`src/design/pixel_quantize_pack_5bit_defines.svh`:
```
// assertion macros shared by the pixel quantizer and packer
`ifndef PIXEL_QUANTIZE_PACK_5BIT_DEFINES_SVH
`define PIXEL_QUANTIZE_PACK_5BIT_DEFINES_SVH

// clocked check, off while reset is held
`define PQP_ASSERT(label, prop, msg) \
    label: assert property (@(posedge i_clk) disable iff (!i_rst_n) (prop)) \
        else $error(msg);

// clocked check that also covers the reset cycles
`define PQP_ASSERT_RST(label, prop, msg) \
    label: assert property (@(posedge i_clk) (prop)) else $error(msg);

`endif

```
`src/design/pqp_pkg.sv`:
```
// types, constants and arithmetic helpers of the pixel quantizer and packer
package pqp_pkg;

    localparam int VALUE_BITS_DEF       = 5;
    localparam int VALUES_PER_BLOCK_DEF = 8;
    localparam int WORD_BITS            = 40;
    localparam int COUNT_BITS           = 4;
    localparam int PIX_BITS             = 8;
    localparam int Q_DEPTH              = 4;
    localparam int OQ_DEPTH             = 4;
    localparam int PADDR_W              = 3;

    // register index of the mode register
    localparam logic CFG_GRAY_IDX = 1'b0;

    // one classified pixel: three channel values, or one averaged value
    typedef struct packed {
        logic [2:0][PIX_BITS-1:0] vals;
        logic                     multi;
        logic                     last;
    } t_pqp_entry;

    // one packed block as it leaves the block
    typedef struct packed {
        logic [WORD_BITS-1:0]  block_word;
        logic [COUNT_BITS-1:0] value_count;
        logic                  last_block;
    } t_pqp_blk;

    // floor(s/3) for s up to 765, via multiply by 683/2048
    function automatic logic [PIX_BITS-1:0] div3(input logic [9:0] s);
        logic [19:0] p;
        p = 20'(s) * 20'd683;
        return p[18:11];
    endfunction

    // floor(v*top/255), with x/255 done as (x + (x>>8) + 1) >> 8
    function automatic logic [PIX_BITS-1:0] quant(input logic [PIX_BITS-1:0] v,
                                                  input logic [PIX_BITS-1:0] top);
        logic [15:0] x;
        logic [16:0] y;
        x = 16'(v) * 16'(top);
        y = 17'(x) + 17'(x[15:8]) + 17'd1;
        return y[15:8];
    endfunction

endpackage

```
`src/design/pqp_ifs.sv`:
```
// valid/ready channels for pixel words and packed block words
interface pqp_pix_if;
    logic                          valid;
    logic                          ready;
    logic [pqp_pkg::PIX_BITS-1:0]  red;
    logic [pqp_pkg::PIX_BITS-1:0]  green;
    logic [pqp_pkg::PIX_BITS-1:0]  blue;
    logic                          last_pixel;

    modport source (output valid, red, green, blue, last_pixel, input ready);
    modport sink   (input valid, red, green, blue, last_pixel, output ready);
endinterface

interface pqp_blk_if;
    logic                            valid;
    logic                            ready;
    logic [pqp_pkg::WORD_BITS-1:0]   block_word;
    logic [pqp_pkg::COUNT_BITS-1:0]  value_count;
    logic                            last_block;

    modport source (output valid, block_word, value_count, last_block, input ready);
    modport sink   (input valid, block_word, value_count, last_block, output ready);
endinterface

```
`src/design/pqp_fifo.sv`:
```
// small queue of classified pixels between front and back
module pqp_fifo (
    input  logic                i_clk,
    input  logic                i_rst_n,
    input  logic                i_wr_valid,
    output logic                o_wr_ready,
    input  pqp_pkg::t_pqp_entry i_wr_data,
    output logic                o_rd_valid,
    input  logic                i_rd_ready,
    output pqp_pkg::t_pqp_entry o_rd_data
);
    localparam int PTR_W = $clog2(pqp_pkg::Q_DEPTH);
    localparam int CNT_W = $clog2(pqp_pkg::Q_DEPTH + 1);

    pqp_pkg::t_pqp_entry r_mem [pqp_pkg::Q_DEPTH];
    logic [PTR_W-1:0]    r_wp;
    logic [PTR_W-1:0]    r_rp;
    logic [CNT_W-1:0]    r_cnt;
    logic                push;
    logic                pop;

    assign o_wr_ready = (r_cnt != CNT_W'(pqp_pkg::Q_DEPTH));
    assign o_rd_valid = (r_cnt != '0);
    assign o_rd_data  = r_mem[r_rp];
    assign push       = i_wr_valid && o_wr_ready;
    assign pop        = o_rd_valid && i_rd_ready;

    always_ff @(posedge i_clk) begin
        if (!i_rst_n) begin
            r_wp  <= '0;
            r_rp  <= '0;
            r_cnt <= '0;
        end else begin
            if (push) begin
                r_wp <= r_wp + PTR_W'(1);
            end
            if (pop) begin
                r_rp <= r_rp + PTR_W'(1);
            end
            r_cnt <= r_cnt + CNT_W'(push) - CNT_W'(pop);
        end
    end

    always_ff @(posedge i_clk) begin
        if (push) begin
            r_mem[r_wp] <= i_wr_data;
        end
    end

endmodule

```
`src/design/pqp_front.sv`:
```
// front end: takes pixel words, averages and quantizes them
module pqp_front #(
    parameter int VALUE_BITS = pqp_pkg::VALUE_BITS_DEF
) (
    input  logic                i_clk,
    input  logic                i_rst_n,
    pqp_pix_if.sink             i_pix,
    input  logic                i_gray,
    output pqp_pkg::t_pqp_entry o_ent,
    output logic                o_ent_valid,
    input  logic                i_ent_ready
);
    localparam logic [pqp_pkg::PIX_BITS-1:0] QTOP =
        pqp_pkg::PIX_BITS'((1 << VALUE_BITS) - 1);

    logic                         r_s1_valid;
    logic [pqp_pkg::PIX_BITS-1:0] r_red;
    logic [pqp_pkg::PIX_BITS-1:0] r_green;
    logic [pqp_pkg::PIX_BITS-1:0] r_blue;
    logic [pqp_pkg::PIX_BITS-1:0] r_avg;
    logic                         r_last;

    assign i_pix.ready = !r_s1_valid || i_ent_ready;

    always_ff @(posedge i_clk) begin
        if (!i_rst_n) begin
            r_s1_valid <= 1'b0;
        end else if (i_pix.ready) begin
            r_s1_valid <= i_pix.valid;
        end
    end

    // average for gray mode, registered before the quantizer multiply
    always_ff @(posedge i_clk) begin
        if (i_pix.valid && i_pix.ready) begin
            r_red   <= i_pix.red;
            r_green <= i_pix.green;
            r_blue  <= i_pix.blue;
            r_last  <= i_pix.last_pixel;
            r_avg   <= pqp_pkg::div3(10'(i_pix.red) + 10'(i_pix.green) + 10'(i_pix.blue));
        end
    end

    always_comb begin
        o_ent_valid   = r_s1_valid;
        o_ent.multi   = !i_gray;
        o_ent.last    = r_last;
        o_ent.vals[0] = pqp_pkg::quant(i_gray ? r_avg : r_red, QTOP);
        o_ent.vals[1] = pqp_pkg::quant(r_green, QTOP);
        o_ent.vals[2] = pqp_pkg::quant(r_blue, QTOP);
    end

endmodule

```
`src/design/pqp_back.sv`:
```
// back end: packs quantized values into blocks and queues block words
module pqp_back #(
    parameter int VALUE_BITS       = pqp_pkg::VALUE_BITS_DEF,
    parameter int VALUES_PER_BLOCK = pqp_pkg::VALUES_PER_BLOCK_DEF
) (
    input  logic                i_clk,
    input  logic                i_rst_n,
    input  pqp_pkg::t_pqp_entry i_ent,
    input  logic                i_ent_valid,
    output logic                o_ent_ready,
    pqp_blk_if.source           o_blk
);
    localparam int ACC_BITS = VALUE_BITS * VALUES_PER_BLOCK;
    localparam int HELD_W   = $clog2(VALUES_PER_BLOCK + 1);
    localparam int OPTR_W   = $clog2(pqp_pkg::OQ_DEPTH);
    localparam int OCNT_W   = $clog2(pqp_pkg::OQ_DEPTH + 1);
    localparam int WIDE     = 64;

    logic [ACC_BITS-1:0]  r_acc;
    logic [HELD_W-1:0]    r_held;
    logic [ACC_BITS-1:0]  n_acc;
    logic [HELD_W-1:0]    n_held;
    pqp_pkg::t_pqp_blk    res [2];
    logic [1:0]           nres;

    pqp_pkg::t_pqp_blk    r_oq [pqp_pkg::OQ_DEPTH];
    logic [OPTR_W-1:0]    r_wp;
    logic [OPTR_W-1:0]    r_rp;
    logic [OCNT_W-1:0]    r_ocnt;
    logic                 pop;
    logic                 deq;

    // left-align the held values to the top of the block word
    function automatic pqp_pkg::t_pqp_blk mk_blk(input logic [ACC_BITS-1:0] a,
                                                 input logic [HELD_W-1:0]   cnt,
                                                 input logic                lst);
        logic [WIDE-1:0]   w;
        pqp_pkg::t_pqp_blk b;
        w             = WIDE'(a) << (WIDE - ACC_BITS);
        b.block_word  = w[WIDE-1 -: pqp_pkg::WORD_BITS];
        b.value_count = pqp_pkg::COUNT_BITS'(cnt);
        b.last_block  = lst;
        return b;
    endfunction

    // packing of one entry: up to three values, up to two blocks
    always_comb begin
        n_acc  = r_acc;
        n_held = r_held;
        nres   = 2'd0;
        res[0] = '0;
        res[1] = '0;
        for (int k = 0; k < 3; k++) begin
            if (k == 0 || i_ent.multi) begin
                for (int s = 0; s < VALUES_PER_BLOCK; s++) begin
                    if (n_held == HELD_W'(s)) begin
                        n_acc[ACC_BITS-1-s*VALUE_BITS -: VALUE_BITS] =
                            i_ent.vals[k][VALUE_BITS-1:0];
                    end
                end
                n_held = n_held + HELD_W'(1);
                if (n_held == HELD_W'(VALUES_PER_BLOCK)) begin
                    // full block; a third block in one word is dropped
                    if (nres == 2'd0) begin
                        res[0] = mk_blk(n_acc, n_held, 1'b0);
                        nres   = 2'd1;
                    end else if (nres == 2'd1) begin
                        res[1] = mk_blk(n_acc, n_held, 1'b0);
                        nres   = 2'd2;
                    end
                    n_acc  = '0;
                    n_held = '0;
                end
            end
        end
        if (i_ent.last) begin
            if (n_held != '0) begin
                // partial block flush
                if (nres == 2'd0) begin
                    res[0] = mk_blk(n_acc, n_held, 1'b1);
                    nres   = 2'd1;
                end else if (nres == 2'd1) begin
                    res[1] = mk_blk(n_acc, n_held, 1'b1);
                    nres   = 2'd2;
                end
            end else if (nres == 2'd2) begin
                res[1].last_block = 1'b1;
            end else if (nres == 2'd1) begin
                res[0].last_block = 1'b1;
            end
            n_acc  = '0;
            n_held = '0;
        end
    end

    // take an entry only when two output slots are surely free
    assign o_ent_ready = (r_ocnt <= OCNT_W'(pqp_pkg::OQ_DEPTH - 2));
    assign pop         = i_ent_valid && o_ent_ready;
    assign deq         = o_blk.valid && o_blk.ready;

    always_ff @(posedge i_clk) begin
        if (!i_rst_n) begin
            r_acc  <= '0;
            r_held <= '0;
        end else if (pop) begin
            r_acc  <= n_acc;
            r_held <= n_held;
        end
    end

    always_ff @(posedge i_clk) begin
        if (!i_rst_n) begin
            r_wp   <= '0;
            r_rp   <= '0;
            r_ocnt <= '0;
        end else begin
            if (pop) begin
                r_wp <= r_wp + OPTR_W'(nres);
            end
            if (deq) begin
                r_rp <= r_rp + OPTR_W'(1);
            end
            r_ocnt <= r_ocnt + (pop ? OCNT_W'(nres) : OCNT_W'(0)) - OCNT_W'(deq);
        end
    end

    always_ff @(posedge i_clk) begin
        if (pop && nres != 2'd0) begin
            r_oq[r_wp] <= res[0];
        end
        if (pop && nres == 2'd2) begin
            r_oq[r_wp + OPTR_W'(1)] <= res[1];
        end
    end

    assign o_blk.valid       = (r_ocnt != '0);
    assign o_blk.block_word  = r_oq[r_rp].block_word;
    assign o_blk.value_count = r_oq[r_rp].value_count;
    assign o_blk.last_block  = r_oq[r_rp].last_block;

endmodule

```
`src/design/pixel_quantize_pack_5bit.sv`:
```
// top level of the pixel quantizer and 5-bit block packer
`include "pixel_quantize_pack_5bit_defines.svh"

// Takes one RGB pixel word per clock and packs quantized values, floor(v*31/255)
// at the default width, MSB first into 40-bit block words, first value at bit 39.
// In colour mode (grayscale_mode = 0) each pixel gives red, green and blue values;
// in gray mode it gives one value of (r+g+b)/3. A block word leaves when eight
// values are held; a pixel marked last_pixel flushes any partial block
// zero-padded with its value count and marks the final block with last_block.
// One pixel word is accepted per clock while the pixel queue has room. A block
// word passes through one front stage (average), a 4-word pixel queue, then the
// packer, which writes a 4-word block queue that drives the output.
// The packer writes up to two block words per pixel and takes a pixel while at most
// two block words wait, so it pauses only when the receiver stalls or two-block
// pixels come faster than the output drains.
// grayscale_mode sits at APB address 0 (bit 0); write it only while idle.
module pixel_quantize_pack_5bit #(
    parameter int VALUE_BITS       = pqp_pkg::VALUE_BITS_DEF,
    parameter int VALUES_PER_BLOCK = pqp_pkg::VALUES_PER_BLOCK_DEF
) (
    input  logic                        i_clk,
    input  logic                        i_rst_n,
    pqp_pix_if.sink                     i_pix,
    pqp_blk_if.source                   o_blk,
    input  logic                        psel,
    input  logic                        penable,
    input  logic                        pwrite,
    input  logic [pqp_pkg::PADDR_W-1:0] paddr,
    input  logic [31:0]                 pwdata,
    output logic [31:0]                 prdata,
    output logic                        pready
);
    logic                r_gray;
    pqp_pkg::t_pqp_entry fe_ent;
    logic                fe_valid;
    logic                fe_ready;
    pqp_pkg::t_pqp_entry be_ent;
    logic                be_valid;
    logic                be_ready;

    logic [pqp_pkg::COUNT_BITS-1:0] full_cnt;
    logic                           blk_cnt_bad;
    logic                           blk_short_open;

    // config register, word index taken from paddr[2]
    assign pready = 1'b1;
    assign prdata = (paddr[2] == pqp_pkg::CFG_GRAY_IDX) ? {31'd0, r_gray} : 32'd0;

    always_ff @(posedge i_clk) begin
        if (!i_rst_n) begin
            r_gray <= 1'b0;
        end else if (psel && penable && pwrite && pready
                     && paddr[2] == pqp_pkg::CFG_GRAY_IDX) begin
            r_gray <= pwdata[0];
        end
    end

    // front: accept, average, quantize
    pqp_front #(
        .VALUE_BITS (VALUE_BITS)
    ) u_front (
        .i_clk       (i_clk),
        .i_rst_n     (i_rst_n),
        .i_pix       (i_pix),
        .i_gray      (r_gray),
        .o_ent       (fe_ent),
        .o_ent_valid (fe_valid),
        .i_ent_ready (fe_ready)
    );

    // queue decouples the pixel side from the packer
    pqp_fifo u_fifo (
        .i_clk      (i_clk),
        .i_rst_n    (i_rst_n),
        .i_wr_valid (fe_valid),
        .o_wr_ready (fe_ready),
        .i_wr_data  (fe_ent),
        .o_rd_valid (be_valid),
        .i_rd_ready (be_ready),
        .o_rd_data  (be_ent)
    );

    // back: pack values, queue block words
    pqp_back #(
        .VALUE_BITS       (VALUE_BITS),
        .VALUES_PER_BLOCK (VALUES_PER_BLOCK)
    ) u_back (
        .i_clk       (i_clk),
        .i_rst_n     (i_rst_n),
        .i_ent       (be_ent),
        .i_ent_valid (be_valid),
        .o_ent_ready (be_ready),
        .o_blk       (o_blk)
    );

    // terms of the output checks
    assign full_cnt       = pqp_pkg::COUNT_BITS'(VALUES_PER_BLOCK);
    assign blk_cnt_bad    = o_blk.valid
                            && (o_blk.value_count == '0 || o_blk.value_count > full_cnt);
    assign blk_short_open = o_blk.valid && !o_blk.last_block
                            && o_blk.value_count != full_cnt;

    // every block word carries between one and a full block of values
    `PQP_ASSERT(a_count_range, !blk_cnt_bad, "block word with bad value count")
    // only the final block of an image may be short
    `PQP_ASSERT(a_short_is_last, !blk_short_open, "short block word not marked last")
    // nothing leaves right after reset
    `PQP_ASSERT_RST(a_reset_quiet, !i_rst_n |=> !o_blk.valid, "block word valid after reset")

endmodule
```
`src/flat_wrapper.sv`:
```
// flat-port wrapper written by rule: the top's interface ports become plain ports
module pixel_quantize_pack_5bit_flat 
#(
    parameter int VALUE_BITS       = pqp_pkg::VALUE_BITS_DEF,
    parameter int VALUES_PER_BLOCK = pqp_pkg::VALUES_PER_BLOCK_DEF
)
  (i_clk, i_rst_n, psel, penable, pwrite, paddr, pwdata, prdata, pready, i_pix_valid, i_pix_red, i_pix_green, i_pix_blue, i_pix_last_pixel, i_pix_ready, o_blk_valid, o_blk_block_word, o_blk_value_count, o_blk_last_block, o_blk_ready);
  pqp_pix_if i_pix_i ();
  pqp_blk_if o_blk_i ();
  input  logic i_clk;
  input  logic i_rst_n;
  input  logic psel;
  input  logic penable;
  input  logic pwrite;
  input  logic [pqp_pkg::PADDR_W-1:0] paddr;
  input  logic [31:0] pwdata;
  output logic [31:0] prdata;
  output logic pready;
  input wire logic [$bits(i_pix_i.valid)-1:0] i_pix_valid;
  input wire logic [$bits(i_pix_i.red)-1:0] i_pix_red;
  input wire logic [$bits(i_pix_i.green)-1:0] i_pix_green;
  input wire logic [$bits(i_pix_i.blue)-1:0] i_pix_blue;
  input wire logic [$bits(i_pix_i.last_pixel)-1:0] i_pix_last_pixel;
  output wire logic [$bits(i_pix_i.ready)-1:0] i_pix_ready;
  output wire logic [$bits(o_blk_i.valid)-1:0] o_blk_valid;
  output wire logic [$bits(o_blk_i.block_word)-1:0] o_blk_block_word;
  output wire logic [$bits(o_blk_i.value_count)-1:0] o_blk_value_count;
  output wire logic [$bits(o_blk_i.last_block)-1:0] o_blk_last_block;
  input wire logic [$bits(o_blk_i.ready)-1:0] o_blk_ready;
  assign i_pix_i.valid = i_pix_valid;
  assign i_pix_i.red = i_pix_red;
  assign i_pix_i.green = i_pix_green;
  assign i_pix_i.blue = i_pix_blue;
  assign i_pix_i.last_pixel = i_pix_last_pixel;
  assign i_pix_ready = i_pix_i.ready;
  assign o_blk_valid = o_blk_i.valid;
  assign o_blk_block_word = o_blk_i.block_word;
  assign o_blk_value_count = o_blk_i.value_count;
  assign o_blk_last_block = o_blk_i.last_block;
  assign o_blk_i.ready = o_blk_ready;
  pixel_quantize_pack_5bit #(.VALUE_BITS(VALUE_BITS), .VALUES_PER_BLOCK(VALUES_PER_BLOCK)) u_core (.i_clk(i_clk), .i_rst_n(i_rst_n), .i_pix(i_pix_i), .o_blk(o_blk_i), .psel(psel), .penable(penable), .pwrite(pwrite), .paddr(paddr), .pwdata(pwdata), .prdata(prdata), .pready(pready));
endmodule
```
`config.mk`:
```
export PLATFORM = sky130hd
export DESIGN_NAME = pixel_quantize_pack_5bit_flat
export DESIGN_NICKNAME = d
export VERILOG_FILES = /design/src/design/pqp_pkg.sv /design/src/design/pqp_ifs.sv /design/src/design/pqp_fifo.sv /design/src/design/pqp_front.sv /design/src/design/pqp_back.sv /design/src/design/pixel_quantize_pack_5bit.sv /design/src/flat_wrapper.sv
export VERILOG_INCLUDE_DIRS = /design/src /design/src/design
export SDC_FILE = /design/constraint.sdc
export NUM_CORES = 1
export LEC_CHECK = 0
export ABC_AREA = 1
export BUFFER_PORTS_ARGS = -buffer_cell sky130_fd_sc_hd__buf_2
export CAP_MARGIN = 25
export CORE_MARGIN = 10
export CORE_UTILIZATION = 60
export DETAILED_ROUTE_END_ITERATION = 6
export PLACE_DENSITY = 0.83
export REMOVE_ABC_BUFFERS = 1
export SETUP_SLACK_MARGIN = 0.02
export SLEW_MARGIN = 30
export SYNTH_ARGS = -nofsm -noshare
export SYNTH_HDL_FRONTEND = slang
export SYNTH_SLANG_ARGS = --single-unit
```
`constraint.sdc`:
```
create_clock -name i_clk -period 7.8 [get_ports i_clk]
set_clock_uncertainty 0.05 [all_clocks]
set_input_delay 0.39 -clock i_clk [delete_from_list [all_inputs] [get_ports i_clk]]
set_output_delay 0.39 -clock i_clk [all_outputs]
set_load 0.01 [all_outputs]
```
Word-level counts from Yosys, hierarchy flattened
Memories as Yosys holds them, arrays and structs flattened. A register that Yosys moved wholly into a read port is not among the register bits.
Cells that the tools add are included.
{"block": "word_totals", "ff_bits": 93, "latchBits": 0, "ramBits": 272, "mem_bits_ro": 0, "word_cells": 187, "memories": 2}
{"block": "classes", "n_addsub": 20, "n_mul": 4, "div_mod_pow": 0, "magnitude_cmp": 1, "n_eq_ne": 30, "shifts": 0, "n_mux": 92, "bitwise": 1, "reduce_logical": 22}
{"name": "u_core.u_back.r_oq", "words": 4, "word_bits": 45, "read_ports": 1, "rd_ports_with_merged_regs": 1, "write_ports": 2, "line": "pqp_back.sv:26", "rtl": "pqp_pkg::t_pqp_blk r_oq [pqp_pkg::OQ_DEPTH];"}
{"name": "u_core.u_fifo.r_mem", "words": 4, "word_bits": 23, "read_ports": 1, "rd_ports_with_merged_regs": 1, "write_ports": 1, "line": "pqp_fifo.sv:15", "rtl": "pqp_pkg::t_pqp_entry r_mem [pqp_pkg::Q_DEPTH];"}
{"op": "$mux 45", "n": 10}
{"op": "$mux 90", "n": 5}
{"op": "$mux 40", "n": 6}
{"op": "$mux 5", "n": 32}
{"op": "$mux 44", "n": 2}
{"op": "$eq 4x3->1 const B", "n": 12}
{"op": "$add 14x1->15 const B", "n": 3}
{"op": "$add 13x5->14", "n": 3}
{"op": "$mul 8x5->13 const B", "n": 3}
{"op": "$mux 2", "n": 17}
{"op": "$eq 4x2->1 const B", "n": 6}
{"op": "$mux 4", "n": 6}
{"op": "$mul 10x10->19 const B", "n": 1}
{"op": "$mux 1", "n": 13}
{"op": "$add 4x1->4 const B", "n": 3}
{"op": "$eq 4x1->1 const B", "n": 3}
{"op": "$eq 4x4->1 const B", "n": 3}
{"op": "$logic_not 4->1", "n": 3}
{"op": "$add 9x8->10", "n": 1}
{"op": "$add 8x8->9", "n": 1}
{"op": "$logic_and 1x1->1", "n": 9}
{"op": "$add 2x1->2 const B", "n": 4}
{"op": "$mux 8", "n": 1}
{"op": "$eq 2x1->1 const B", "n": 3}
{"op": "other kinds (14)", "n": 20}

Logic depth before layout (Yosys ltp)
{"block": "logic_depth", "word_depth": 22, "mapped_depth": 34}

Cells and area by module
From an unflattened synthesis, not the netlist that was laid out.
{"block": "unflattened", "hier_cells": 3709, "hier_area_um2": 28541.1}
{"module": "pqp_back", "n_inst": 1, "cells_each": 2389, "area_per_inst_um2": 16321.9}
{"module": "pqp_front", "n_inst": 1, "cells_each": 958, "area_per_inst_um2": 7581.0}
{"module": "pqp_fifo", "n_inst": 1, "cells_each": 316, "area_per_inst_um2": 4324.1}
{"module": "pixel_quantize_pack_5bit", "n_inst": 1, "cells_each": 46, "area_per_inst_um2": 314.1}

Worst setup path before layout
No wires, ideal clock.
{"block": "synth_path", "kind": "in2reg", "startpoint": "in i_pix_blue[1]", "endpoint": "reg u_core.u_front.r_avg[7] (netlist name), data pin", "setup_time_ns": 0.260, "arrival_time_ns": 5.763, "required_time_ns": 7.490, "slack_ns": 1.727, "path_stages": 30, "n_path_buf": 0, "path_cell_list": "fa_1 -> ha_1 -> fa_1 -> nand3_1 -> nand2_1 -> a21oi_1 -> o21ai_0 -> xnor2_1 -> inv_1 -> ha_1 -> ha_1 -> inv_1 -> fa_1 -> inv_1 -> fa_1 -> fa_1 -> ha_1 -> a21oi_1 -> o21ai_0 -> a21oi_1 -> inv_1 -> a21oi_1 -> inv_1 -> a21oi_1 -> o21ai_0 -> nand2_1 -> nand2_1 -> nand4_1 -> o211ai_1 -> xnor2_1"}
{"block": "synth_via", "elab_chain_cells": 2}
{"item": "from (decl)", "line": "flat_wrapper.sv:22", "rtl": "input wire logic [$bits(i_pix_i.blue)-1:0] i_pix_blue;"}
{"item": "$add 9x8->10", "line": "pqp_front.sv:40", "rtl": "r_avg <= pqp_pkg::div3(10'(i_pix.red) + 10'(i_pix.green) + 10'(i_pix.blue));"}
{"item": "$mul 10x10->19", "line": "pqp_pkg.sv:33", "rtl": "p = 20'(s) * 20'd683;"}
{"item": "to (signal assigned)", "line": "pqp_front.sv:40"}
{"item": "to (decl)", "line": "pqp_front.sv:20", "rtl": "logic [pqp_pkg::PIX_BITS-1:0] r_avg;"}
Every way passes these cells.
A chain may end at the register's enable or synchronous reset.

Worst setup path after layout
Same ends and word-level chain as after synthesis.

==> metrics <==
largest area contributor in the netlist edfxtp_1; RSZ-0062 raised after global routing false; initial antenna violation count 1; initial core utilization 61.11%; Adder-Cell Fraction of Synth Area 14.54%; I/O pin count 147; TNS Setup 0 ns; WL per Instance 19.66 um; CP Class input port to flop; DR iter-0 viols 3324; Crit Path Max Fanout 4; crit share post-route 88.64%; global-route wire length before repair 121600 um; global route overflow 0; Gate Count Post-Synth 3304; number of global-route vias before repair 23440; Worst Hold Class input port to flop; Clock Latency Late Sink 0.57 ns; largest family of logic cells by synthesized area simple AND/OR/NAND/NOR gates; Yosys reg bits 345; commonest non-fill, non-tap cell in the layout nand2_1; Final Wtd Congestion 0.9845; CP arrival between 7 and 8 ns; Worst Setup End Kind flop; synth-to-layout area growth 7.894%; height of the die ~230 um; post-synthesis compound-gate area fraction 13.26%; hold path depth 1; hold_buf cts 13; Vias/cell 6.198; yosys warns 0; WP data required 8.06 ns; filler-free cell count of the finished design 3877; final net count 3626; pre-CTS setup slack 1.040 ns; setup violators final 0; Post-DP HPWL 49280 um; Worst R2R Path Depth 26; worst setup margin slightly below 0.9 ns; IO buf count 81; final hold viol count 0; CP startpoint kind input port; Post-Synth XOR/XNOR Area 1.663%; TritonRoute pass-1 iters 6; CP max-delay cell dlygate4sd3_1; sequential share of the synthesized area 37.66%; post-CTS sizing 0; largest net degree at the start of global routing approximately 180; H-tree levels 2; Ant. Diodes 0; Slew HR between 30% and 40%; Worst-path clk slew 0.06 ns; die area 51700 sq um; Setup Buffers After CTS 0; Synth top area share 32.70%; post-synthesis mux area share 0%; Row Count 75; Post-Synth Simple-Gate Area 24.82%; # clock sinks roughly 350; slew at the pin with the worst max-slew slack between 1 and 1.5 ns; final-report max-slew violation count 0; Max Freq 144.6 MHz; Routed WL 76230 um; reg-to-reg startpoint u_core.r_gray$_SDFFE_PN0P_; largest delay contributor family on the critical path adder cells; hold path endpoint u_core.u_front.r_green[6]$_DFFE_PP_; hold_sp i_pix_green[6]; proportion of layout cells with a drive suffix above 1 under 10%; CTS Buffer Depth 3; crit path time final 6.914 ns; Slowest Stage Delay on Critical Path roughly 0.54 ns; GRT Overall Usage slightly below 30%; setup slack, reg-to-reg 1.21 ns; Die Wd between 200 and 250 um; synth unique cells between 50 and 60; core footprint 42230 sq um; final hold slack 0.01740 ns; Mapped Area 25800 sq um; Buffers & Inverters on Critical Path 7; Mean Syn Cell Area 7.810 sq um; RR Endpoint u_core.u_fifo.r_mem[0][4]$_DFFE_PP_; highest-count cells in the layout ignoring fill and taps nand2_1, o21ai_0, nand3_1; via count approximately 24000; TritonCTS clock tree done; Placed Cells 3792; top cells by area, synth edfxtp_1, nand2_1, ha_1; Antenna Nets Post-Route 0; count of max-cap constraint violations 0; CTS Buf Count 40; status finished, final reports clean; # DRC 0; clock root buffer master clkbuf_16
## stage by stage
| step | util, % | instance area, sq um |
|---|---|---|
| 3_3_place_gp | 62.52 | 26400 |
| 6_report | 65.93 | 27840 |
| 3_5_place_dp | 62.52 | 26400 |
| 2_1_floorplan | - | 24860 |
| 5_1_grt | 65.93 | 27840 |
| 4_1_cts | 65.86 | 27810 |
## final cells by class
type,instances,area [sq um]
multi-input combinational,2510,14190
clock buffer,45,1061
fill,3403,14390
inverter,271,1020
clock inverter,26,219.0
tap,539,674.4
sequential,345,9721
timing repair buffer,141,953.4
## flip-flops by register name, summed over array words and instances (netlist names), 3 cells and up, named ones only
name	flops
u_core.u_back.r_acc	40
u_core.u_front.r_avg	8
u_core.u_back.r_held	4
u_core.u_front.r_red	8
u_core.u_back.r_oq	180
u_core.u_back.r_ocnt	3
u_core.u_front.r_blue	8
u_core.u_fifo.r_cnt	3
u_core.u_fifo.r_mem	68
u_core.u_front.r_green	8
## synth_stat cells, drive strengths merged
library cell,instances
nand4,13
o211a,1
o41ai,1
edfxtp,281
o211ai,28
o21a,1
nor4,2
a21boi,1
buf,99
a21oi,174
clkbuf,109
conb,2
inv,263
nand2,1007
o311ai,4
a211oi,1
fa,83
nor3b,1
o311a,1
nor3,23
dfxtp,64
a21o,2
a32oi,5
nand3b,2
o21ai,353
nor2,166
ha,167
or2,10
o21bai,2
and2,1
o2bb2ai,1
xor2,29
xnor2,20
o22ai,59
nand3,315
clkinv,8
a31oi,5
## worst max-delay path by stage
stage | start | to | slack (ns) | depth (start not counted)
3_5_place_dp | i_pix_blue[1] | u_core.u_front.r_avg[7]$_DFFE_PP_ | 1.04 | 31
2_1_floorplan | flop | u_core.u_back.r_oq[3][0]$_DFFE_PP_ | 0.02 | 23
5_1_grt | i_pix_blue[1] | u_core.u_front.r_avg[7]$_DFFE_PP_ | 0.42 | 32
4_1_cts | i_pix_blue[1] | u_core.u_front.r_avg[7]$_DFFE_PP_ | 1.05 | 32
3_3_place_gp | i_pix_green[1] | u_core.u_front.r_avg[7]$_DFFE_PP_ | 1.14 | 31
6_report | i_pix_blue[1] | u_core.u_front.r_avg[7]$_DFFE_PP_ | 0.89 | 32
## layer usage
metal / vias up / share of wire [%] / track usage [%]
met3: 292 / 10 / 5.456
li1: 11060 / - / -
met5: - / 0.020 / 0
met1: 11240 / 36 / 34.99
met2: 1441 / 49 / 50.65
met4: 2 / 4.8 / 14.21
## kinds of logic after synthesis
logic type               count (synthesis)
buffers and inverters                  479
AND/OR/NAND/NOR                       1540
flip-flops                             345
other                                    2
adder cells (fa/ha/maj)                250
AO/OA/AOI/OAI                          639
XOR/XNOR                                49
Power is left out: the tool's default activity adds up to more than one toggle a clock period on the data nets, which glitch-free logic cannot reach.
